[src/hw/rtl/esravg_pkg.sv]
`default_nettype none

package esravg_pkg;

  localparam int SAMPLES_PER_AVERAGE_DEF = 64;
  localparam int ADC_BITS_DEF            = 10;

  localparam int QUEUE_DEPTH = 2;

  // Output resistance scale: 499*10/(499+10)*100, truncated
  localparam int ESR_R_OUT    = 980;
  localparam int ESR_MAX      = 32767;
  localparam int ESR_OVERLOAD = 9999;
  localparam int ZERO_LIMIT   = 200;

  localparam int ESR_W       = 16;
  localparam int OFFSET_W    = 8;
  localparam int KIND_W      = 2;
  localparam int OUT_TDATA_W = 24;

  typedef enum logic {
    OP_SAMPLE = 1'b0,
    OP_ZERO   = 1'b1
  } opcode_e;

  typedef enum logic [KIND_W-1:0] {
    KIND_MEAS     = 2'd0,
    KIND_ZERO_OK  = 2'd1,
    KIND_ZERO_REJ = 2'd2
  } kind_e;

  typedef enum logic [1:0] {
    B_IDLE,
    B_DIV,
    B_DONE
  } bstate_e;

endpackage

`default_nettype wire

[src/hw/rtl/esravg_front.sv]
`default_nettype none

module esravg_front import esravg_pkg::*; #(
  parameter int SAMPLES_PER_AVERAGE = SAMPLES_PER_AVERAGE_DEF,
  parameter int ADC_BITS            = ADC_BITS_DEF
) (
  input  wire logic                clk_i,
  input  wire logic                rst_ni,
  input  wire logic                valid_i,
  output logic                     ready_o,
  input  wire opcode_e             opcode_i,
  input  wire logic [ADC_BITS-1:0] sample_i,
  output logic                     push_o,
  output logic [ADC_BITS:0]        job_o,     // {is_zero_request, average}
  input  wire logic                full_i
);

  localparam int SUM_W  = ADC_BITS + 6;
  localparam int CNT_W  = (SAMPLES_PER_AVERAGE > 1) ? $clog2(SAMPLES_PER_AVERAGE) : 1;
  localparam int K      = SUM_W + 6;
  localparam int PROD_W = SUM_W + K + 1;
  localparam longint unsigned RECIP =
    ((64'd1 << K) + 64'(SAMPLES_PER_AVERAGE) - 64'd1) / 64'(SAMPLES_PER_AVERAGE);

  logic [SUM_W-1:0]    sum_q, sum_d, sum_next;
  logic [CNT_W-1:0]    cnt_q, cnt_d;
  logic [ADC_BITS-1:0] avg_q, avg_d, avg_new;
  logic [PROD_W-1:0]   prod;
  logic                accept, last;

  assign ready_o  = !full_i;
  assign accept   = valid_i && ready_o;
  assign sum_next = sum_q + SUM_W'(sample_i);
  assign last     = (cnt_q == CNT_W'(SAMPLES_PER_AVERAGE - 1));

  // Divide by the block length as a multiply by its scaled reciprocal
  assign prod    = PROD_W'(sum_next) * PROD_W'(RECIP);
  assign avg_new = prod[K +: ADC_BITS];

  always_comb begin
    sum_d  = sum_q;
    cnt_d  = cnt_q;
    avg_d  = avg_q;
    push_o = 1'b0;
    job_o  = {1'b1, avg_q};
    if (accept) begin
      if (opcode_i == OP_ZERO) begin
        push_o = 1'b1;
      end else if (last) begin
        push_o = 1'b1;
        job_o  = {1'b0, avg_new};
        avg_d  = avg_new;
        sum_d  = '0;
        cnt_d  = '0;
      end else begin
        sum_d = sum_next;
        cnt_d = cnt_q + CNT_W'(1);
      end
    end
  end

  always_ff @(posedge clk_i or negedge rst_ni) begin
    if (!rst_ni) begin
      sum_q <= '0;
      cnt_q <= '0;
      avg_q <= '0;
    end else begin
      sum_q <= sum_d;
      cnt_q <= cnt_d;
      avg_q <= avg_d;
    end
  end

endmodule

`default_nettype wire

[src/hw/rtl/esravg_fifo.sv]
`default_nettype none

module esravg_fifo import esravg_pkg::*; #(
  parameter int W     = ADC_BITS_DEF + 1,
  parameter int DEPTH = QUEUE_DEPTH
) (
  input  wire logic         clk_i,
  input  wire logic         rst_ni,
  input  wire logic         push_i,
  input  wire logic [W-1:0] data_i,
  output logic              full_o,
  input  wire logic         pop_i,
  output logic [W-1:0]      data_o,
  output logic              empty_o
);

  localparam int PTR_W = (DEPTH > 1) ? $clog2(DEPTH) : 1;
  localparam int CNT_W = $clog2(DEPTH + 1);

  logic [W-1:0]     mem_q [DEPTH];
  logic [PTR_W-1:0] wptr_q, rptr_q;
  logic [CNT_W-1:0] cnt_q;
  logic             do_push, do_pop;

  assign full_o  = (cnt_q == CNT_W'(DEPTH));
  assign empty_o = (cnt_q == '0);
  assign do_push = push_i && !full_o;
  assign do_pop  = pop_i && !empty_o;
  assign data_o  = mem_q[rptr_q];

  always_ff @(posedge clk_i) begin
    if (do_push) begin
      mem_q[wptr_q] <= data_i;
    end
  end

  always_ff @(posedge clk_i or negedge rst_ni) begin
    if (!rst_ni) begin
      wptr_q <= '0;
      rptr_q <= '0;
      cnt_q  <= '0;
    end else begin
      if (do_push) begin
        wptr_q <= (wptr_q == PTR_W'(DEPTH - 1)) ? '0 : wptr_q + PTR_W'(1);
      end
      if (do_pop) begin
        rptr_q <= (rptr_q == PTR_W'(DEPTH - 1)) ? '0 : rptr_q + PTR_W'(1);
      end
      if (do_push && !do_pop) begin
        cnt_q <= cnt_q + CNT_W'(1);
      end else if (do_pop && !do_push) begin
        cnt_q <= cnt_q - CNT_W'(1);
      end
    end
  end

endmodule

`default_nettype wire

[src/hw/rtl/esravg_back.sv]
`default_nettype none

module esravg_back import esravg_pkg::*; #(
  parameter int ADC_BITS = ADC_BITS_DEF
) (
  input  wire logic                clk_i,
  input  wire logic                rst_ni,
  input  wire logic [ADC_BITS-1:0] open_i,
  input  wire logic                empty_i,
  input  wire logic [ADC_BITS:0]   job_i,
  output logic                     pop_o,
  output logic                     valid_o,
  input  wire logic                ready_i,
  output kind_e                    kind_o,
  output logic [ESR_W-1:0]         esr_o,
  output logic                     overload_o
);

  localparam int NUM_W = ADC_BITS + 10;
  localparam int CNT_W = $clog2(NUM_W);

  bstate_e             state_q, state_d;
  logic                zero_q, zero_d;
  logic                sat_q, sat_d;
  logic [NUM_W-1:0]    num_q, num_d;
  logic [ADC_BITS-1:0] rem_q, rem_d;
  logic [ADC_BITS-1:0] div_q, div_d;
  logic [CNT_W-1:0]    cnt_q, cnt_d;
  logic [OFFSET_W-1:0] offset_q, offset_d;
  logic                out_valid_q, out_valid_d;
  kind_e               out_kind_q, out_kind_d;
  logic [ESR_W-1:0]    out_esr_q, out_esr_d;
  logic                out_ovl_q, out_ovl_d;

  logic [ADC_BITS-1:0] job_avg;
  logic [ADC_BITS:0]   shifted, trial;
  logic                qbit;
  logic [OFFSET_W-1:0] off_sel;
  logic signed [NUM_W:0] corr;
  logic [ESR_W-1:0]    esr;
  logic                reject;

  assign job_avg = job_i[ADC_BITS-1:0];

  // One restoring division step
  assign shifted = {rem_q, num_q[NUM_W-1]};
  assign trial   = shifted - {1'b0, div_q};
  assign qbit    = !trial[ADC_BITS];

  // Subtract offset (none for a zero request), saturate at the top of the signed 16-bit range
  assign off_sel = zero_q ? '0 : offset_q;
  assign corr    = $signed({1'b0, num_q}) - $signed((NUM_W + 1)'(off_sel));
  always_comb begin
    if (sat_q || (corr > $signed((NUM_W + 1)'(ESR_MAX)))) begin
      esr = ESR_W'(ESR_MAX);
    end else begin
      esr = corr[ESR_W-1:0];
    end
  end
  assign reject = $signed(esr) > $signed(ESR_W'(ZERO_LIMIT));

  always_comb begin
    state_d     = state_q;
    zero_d      = zero_q;
    sat_d       = sat_q;
    num_d       = num_q;
    rem_d       = rem_q;
    div_d       = div_q;
    cnt_d       = cnt_q;
    offset_d    = offset_q;
    out_valid_d = out_valid_q && !ready_i;
    out_kind_d  = out_kind_q;
    out_esr_d   = out_esr_q;
    out_ovl_d   = out_ovl_q;
    pop_o       = 1'b0;
    case (state_q)
      B_IDLE: begin
        if (!empty_i) begin
          pop_o  = 1'b1;
          zero_d = job_i[ADC_BITS];
          num_d  = NUM_W'(job_avg) * NUM_W'(ESR_R_OUT);
          rem_d  = '0;
          div_d  = open_i - job_avg;
          cnt_d  = '0;
          if (job_avg >= open_i) begin
            sat_d   = 1'b1;
            state_d = B_DONE;
          end else begin
            sat_d   = 1'b0;
            state_d = B_DIV;
          end
        end
      end
      B_DIV: begin
        rem_d = qbit ? trial[ADC_BITS-1:0] : shifted[ADC_BITS-1:0];
        num_d = {num_q[NUM_W-2:0], qbit};
        cnt_d = cnt_q + CNT_W'(1);
        if (cnt_q == CNT_W'(NUM_W - 1)) begin
          state_d = B_DONE;
        end
      end
      B_DONE: begin
        // Hold the result until the output register frees up
        if (!out_valid_q || ready_i) begin
          out_valid_d = 1'b1;
          out_esr_d   = esr;
          out_ovl_d   = $signed(esr) > $signed(ESR_W'(ESR_OVERLOAD));
          if (!zero_q) begin
            out_kind_d = KIND_MEAS;
          end else if (reject) begin
            out_kind_d = KIND_ZERO_REJ;
          end else begin
            out_kind_d = KIND_ZERO_OK;
            offset_d   = esr[OFFSET_W-1:0];
          end
          state_d = B_IDLE;
        end
      end
      default: state_d = B_IDLE;
    endcase
  end

  always_ff @(posedge clk_i or negedge rst_ni) begin
    if (!rst_ni) begin
      state_q     <= B_IDLE;
      offset_q    <= '0;
      out_valid_q <= 1'b0;
    end else begin
      state_q     <= state_d;
      offset_q    <= offset_d;
      out_valid_q <= out_valid_d;
    end
  end

  always_ff @(posedge clk_i) begin
    zero_q     <= zero_d;
    sat_q      <= sat_d;
    num_q      <= num_d;
    rem_q      <= rem_d;
    div_q      <= div_d;
    cnt_q      <= cnt_d;
    out_kind_q <= out_kind_d;
    out_esr_q  <= out_esr_d;
    out_ovl_q  <= out_ovl_d;
  end

  assign valid_o    = out_valid_q;
  assign kind_o     = out_kind_q;
  assign esr_o      = out_esr_q;
  assign overload_o = out_ovl_q;

endmodule

`default_nettype wire

[src/hw/rtl/esr_averaging_calculator.sv]
// ESR averaging calculator.
// Input stream (s_axis_*): one transaction per probe ADC sample (tuser = 0) or
// per zero calibration request (tuser = 1). Samples are summed; every
// SAMPLES_PER_AVERAGE samples the average is formed and one measurement result
// follows on the output stream (m_axis_*). A calibration request always gives
// one result: zero accepted (offset stored) or zero rejected.
// cfg_we_i/cfg_wdata_i write the open-probe reading; write only while idle.
// Throughput: the front end takes one transaction per cycle while its two-entry
// job queue has room. The back end takes one job at a time, through a load step,
// the bit-serial divider (one quotient bit per cycle, ADC_BITS + 10 bits) and a
// finish step; a job that saturates skips the divider.
// When the receiver stalls, the result sits in the output register, the back
// end holds its next finished job, and the queue fills; s_axis_tready then
// drops. Reset clears the sum, count, latest average and zero offset, and sets
// the open-probe reading to 1023 (all ones for the default ADC_BITS).
`default_nettype none

module esr_averaging_calculator import esravg_pkg::*; #(
  parameter int SAMPLES_PER_AVERAGE = SAMPLES_PER_AVERAGE_DEF,
  parameter int ADC_BITS            = ADC_BITS_DEF
) (
  input  wire logic                              clk_i,
  input  wire logic                              rst_ni,
  input  wire logic                              s_axis_tvalid,
  output logic                                   s_axis_tready,
  // tdata: adc_sample [ADC_BITS-1:0], zero fill above
  input  wire logic [((ADC_BITS + 7) / 8)*8-1:0] s_axis_tdata,
  // tuser: opcode [0]
  input  wire logic                              s_axis_tuser,
  output logic                                   m_axis_tvalid,
  input  wire logic                              m_axis_tready,
  // tdata: esr_value [15:0], overload [16], zero fill above
  output logic [OUT_TDATA_W-1:0]                 m_axis_tdata,
  // tuser: result_kind [1:0]
  output logic [KIND_W-1:0]                      m_axis_tuser,
  input  wire logic                              cfg_we_i,
  input  wire logic [ADC_BITS-1:0]               cfg_wdata_i
);

  localparam int JOB_W = ADC_BITS + 1;

  logic [ADC_BITS-1:0] open_q;
  logic                push, full, pop, empty;
  logic [JOB_W-1:0]    job_in, job_out;
  kind_e               kind;
  logic [ESR_W-1:0]    esr;
  logic                overload;

  always_ff @(posedge clk_i or negedge rst_ni) begin
    if (!rst_ni) begin
      open_q <= ADC_BITS'(1023);
    end else if (cfg_we_i) begin
      open_q <= cfg_wdata_i;
    end
  end

  esravg_front #(
    .SAMPLES_PER_AVERAGE(SAMPLES_PER_AVERAGE),
    .ADC_BITS           (ADC_BITS)
  ) u_front (
    .clk_i   (clk_i),
    .rst_ni  (rst_ni),
    .valid_i (s_axis_tvalid),
    .ready_o (s_axis_tready),
    .opcode_i(opcode_e'(s_axis_tuser)),
    .sample_i(s_axis_tdata[ADC_BITS-1:0]),
    .push_o  (push),
    .job_o   (job_in),
    .full_i  (full)
  );

  esravg_fifo #(
    .W    (JOB_W),
    .DEPTH(QUEUE_DEPTH)
  ) u_fifo (
    .clk_i  (clk_i),
    .rst_ni (rst_ni),
    .push_i (push),
    .data_i (job_in),
    .full_o (full),
    .pop_i  (pop),
    .data_o (job_out),
    .empty_o(empty)
  );

  esravg_back #(
    .ADC_BITS(ADC_BITS)
  ) u_back (
    .clk_i     (clk_i),
    .rst_ni    (rst_ni),
    .open_i    (open_q),
    .empty_i   (empty),
    .job_i     (job_out),
    .pop_o     (pop),
    .valid_o   (m_axis_tvalid),
    .ready_i   (m_axis_tready),
    .kind_o    (kind),
    .esr_o     (esr),
    .overload_o(overload)
  );

  assign m_axis_tdata = {(OUT_TDATA_W - ESR_W - 1)'(0), overload, esr};
  assign m_axis_tuser = kind;

endmodule

`default_nettype wire

[config.mk]
export PLATFORM = sky130hd
export DESIGN_NAME = esr_averaging_calculator
export DESIGN_NICKNAME = d
export VERILOG_FILES = /design/src/hw/rtl/esravg_pkg.sv /design/src/hw/rtl/esravg_front.sv /design/src/hw/rtl/esravg_fifo.sv /design/src/hw/rtl/esravg_back.sv /design/src/hw/rtl/esr_averaging_calculator.sv
export SDC_FILE = /design/constraint.sdc
export NUM_CORES = 1
export LEC_CHECK = 0
export ABC_AREA = 0
export BUFFER_PORTS_ARGS = -buffer_cell sky130_fd_sc_hd__buf_4
export CORE_UTILIZATION = 35
export DETAILED_ROUTE_END_ITERATION = 8
export PLACE_DENSITY = 0.49
export SYNTH_ARGS = -nofsm -noshare
export SYNTH_HDL_FRONTEND = slang
export SYNTH_HIERARCHICAL = 1
export SYNTH_SLANG_ARGS = --single-unit
[constraint.sdc]
create_clock -name clk_i -period 15.5 [get_ports clk_i]
set_clock_uncertainty 0.2 [all_clocks]
set_input_delay 0 -clock clk_i [delete_from_list [all_inputs] [get_ports clk_i]]
set_output_delay 0 -clock clk_i [all_outputs]
set_load 0.02 [all_outputs]
==> metrics.yaml <==
sta:
  setup_tns_ns: 0
  tightest_slew_ns: 0.9752
  max_freq_ghz: 0.1841
  timing.hold.ws_ns: -0.01354
  slew_viol_final: 0
  final-setup-viol-count: 0
  rsz0062_at_grt: "false"
  fin_crit_sh: 0.3505
  hold_viol: 9
  period_needed_ns: 5.433
  fin_ws_ns: 10.07
  slew_headroom: 0.3469
die:
  fp.coreArea_um2: 27860
  row_count: 61
  io_pins: 60
  die_h_um: 170.7
  start_util: 0.3576
  die_x_um: 170.7
  die-area_um2: 29140
place:
  dpl.hpwl_mm: 14.65
  gp_congestion: 0.7809
  io_buffers: 46
  place_ws_ns: 10.02
clock_tree:
  cts_resized: 0
  cts.sinks: 145
  clkTransAtPathRegs_ns: 0.06
  ctsHoldBuffers: 34
  cts_made_buffers: 17
  cts_root_buffer: "clkbuf_16"
  cts_htree_levels: 4
  cts_setup_buffers: 0
  cts.path.max_buffers: 2
  cts_tree: "yes"
  clock_latency_ns: 0.43
synth:
  synth_top_area_frac: 0.2653
  synthDistinctLibCells: 84
  synth_area_leaders: "edfxtp_1, dfrtp_1, ha_1"
  yosys_most_used_dff: "edfxtp_1"
  syn_area_um2: 9962
  syn_area_per_cell_um2: 10.56
  synth_cells: 943
  async_flop_share: 0.3931
  synth-warning-count: 6
  ys_ff_latch: 145
  synth_edf_count: 88
  synth_sequential_area_ratio: 0.4097
  synth_top_area_cell: "edfxtp_1"
route:
  dr.max_layer_used: "met4"
  drt_iter0_drc: 284
  wl_met3_um: 382
  ant_nets: 0
  vias: 6815
  wl_met2_mm: 9.379
  drcViolationCount: 0
  vias_per_cell: 4.847
  route.final.wire_length_mm: 19.94
  post_drt_wl_per_cell_um: 14.18
  dr.pass1.iters: 5
  wl_met1_mm: 9.905
worst_setup_path:
  slowest_delay_ns: 0.70
  path_delay_family: "adder cells"
  worstPathCellList: "mux2_1 -> fa_1 -> inv_1 -> fa_1 -> fa_1 -> inv_1 -> fa_1 -> ha_1 -> nand2_1 -> o21ai_0 -> o311a_1 -> o41ai_1 -> xor2_1 -> a21oi_1"
  crit_arrival_ns: 5.38
  cp_num_buf_inv: 2
  worst_path_max_delay_cell: "dfrtp_1"
  crit_required_ns: 15.45
  cp-end-kind: "flip-flop"
  startpoint_type: "flip-flop"
  cp_max_fo: 12
  crit_top_cell: "fa_1"
  critical_path_class: "flip-flop to flip-flop"
layout:
  n_antenna_cell: 0
  nets: 1170
  final_util: 0.4143
  final_layout_size_suffix_gt1_frac: 0.1235
  area_growth_pct: 15.86
grt:
  antenna_found_initial: 0
  grt_max_degree: 58
  grt_pass1_wl_mm: 33.31
  grt_overflow: 0
  grt_pass1_vias: 6688
  globalRouteTotalUtil: 0.1453
run_status:
  violations: "negative hold slack"
  status: "complete, but fails checks"
flow_run:
  max_cap_viol_count: 0
min_path:
  min_path_type: "primary input to asynchronous set/reset pin"
[state kept, by name, indices dropped and copies added, names as in the netlist, 5 cells and up]
name / count
u_fifo/mem_q: 22
u_back/num_q: 20
u_back/esr_o: 16
u_front/sum_q: 16
open_q: 10
u_back/div_q: 10
u_back/rem_q: 10
u_front/avg_q: 10
u_back/offset_q: 8
u_front/cnt_q: 6
u_back/cnt_q: 5
[through the flow]
stage                     cells  cell area, um^2  hold WS, ns
after global routing       1406            11540      0.05530
after CTS                  1406            11540      0.01885
final                      1406            11540     -0.01354
after global placement     1340            10630     -0.05392
after detailed placement   1340            10630     -0.05157
after floorplan             949             9985      -0.4956
[synthesized netlist by cell type, types with 11 or more instances]
cell,n
xor2_1,21
nor2_1,61
dfrtp_1,47
o21ai_1,17
mux2_4,12
o21ai_0,35
nor2b_1,11
nand2b_1,17
nand3_1,18
o211ai_1,11
inv_1,79
fa_1,33
xnor2_1,27
mux2_1,11
mux2i_1,15
ha_1,90
nand2_1,93
a21oi_1,43
clkbuf_1,20
nor3_1,14
edfxtp_1,88
o31ai_1,13
[routing by layer]
layer / track usage / vias up
met1: 0.1922 / 3209
met2: 0.2412 / 76
li1: - / 3511
met4: 0.05014 / 0
met5: 0 / -
met3: 0.02221 / 19
[worst reg2reg max path, cell delays in order, from the launching register on]
cell	delay, ns
dfrtp_1	0.70
mux2_1	0.56
fa_1	0.59
inv_1	0.05
fa_1	0.47
fa_1	0.54
inv_1	0.05
fa_1	0.47
ha_1	0.35
nand2_1	0.07
o21ai_0	0.12
o311a_1	0.39
o41ai_1	0.32
xor2_1	0.18
a21oi_1	0.08
[final timing paths]
path                                  start                 end  slack (ns)  depth (start not counted)
max                           u_fifo/rptr_q    u_back/num_q[17]       10.07                         14
min                                  rst_ni  u_back/offset_q[3]       -0.01                          2
max reg2reg                   u_fifo/rptr_q    u_back/num_q[17]       10.07                         14
min reg2reg                u_front/avg_q[5]    u_front/avg_q[5]        0.27                          2
max in group asynchronous            rst_ni     u_fifo/cnt_q[0]       14.53                          2
min in group clk_i          s_axis_tdata[8]    u_front/avg_q[2]        0.02                          4
[kinds of logic after synthesis]
family          count (synthesis)  synth area share
simple gates                  272            0.1351
compound gates                196            0.1329
flops                         145            0.4097
fa+ha+maj                     123            0.1794
buf+inv                       118           0.05200
xor+xnor                       49           0.04383
mux                            39           0.04672
other cells                     1         0.0003764
[cell type report]
type / instances / area, um^2
clock buffers: 19 / 432.9
clock inverters: 13 / 138.9
repair buffers: 84 / 715.7
well taps: 378 / 473.0
fillers: 2687 / 16320
multi-input cells: 686 / 5394
flip-flops and latches: 145 / 4081
inverters: 81 / 306.5
[cell usage in the layout, fill, tap and decap left out, types with 33 or more instances in the layout]
cell type	Yosys	final
dlygate4sd3_1	0	34
nand2_1	93	93
edfxtp_1	88	88
inv_1	79	79
fa_1	33	33
buf_4	8	50
nor2_1	61	61
dfrtp_1	47	47
ha_1	90	90
o21ai_0	35	34
a21oi_1	43	43
Power is left out: the tool's default activity adds up to more than one toggle a clock period on the data nets, which glitch-free logic cannot reach.
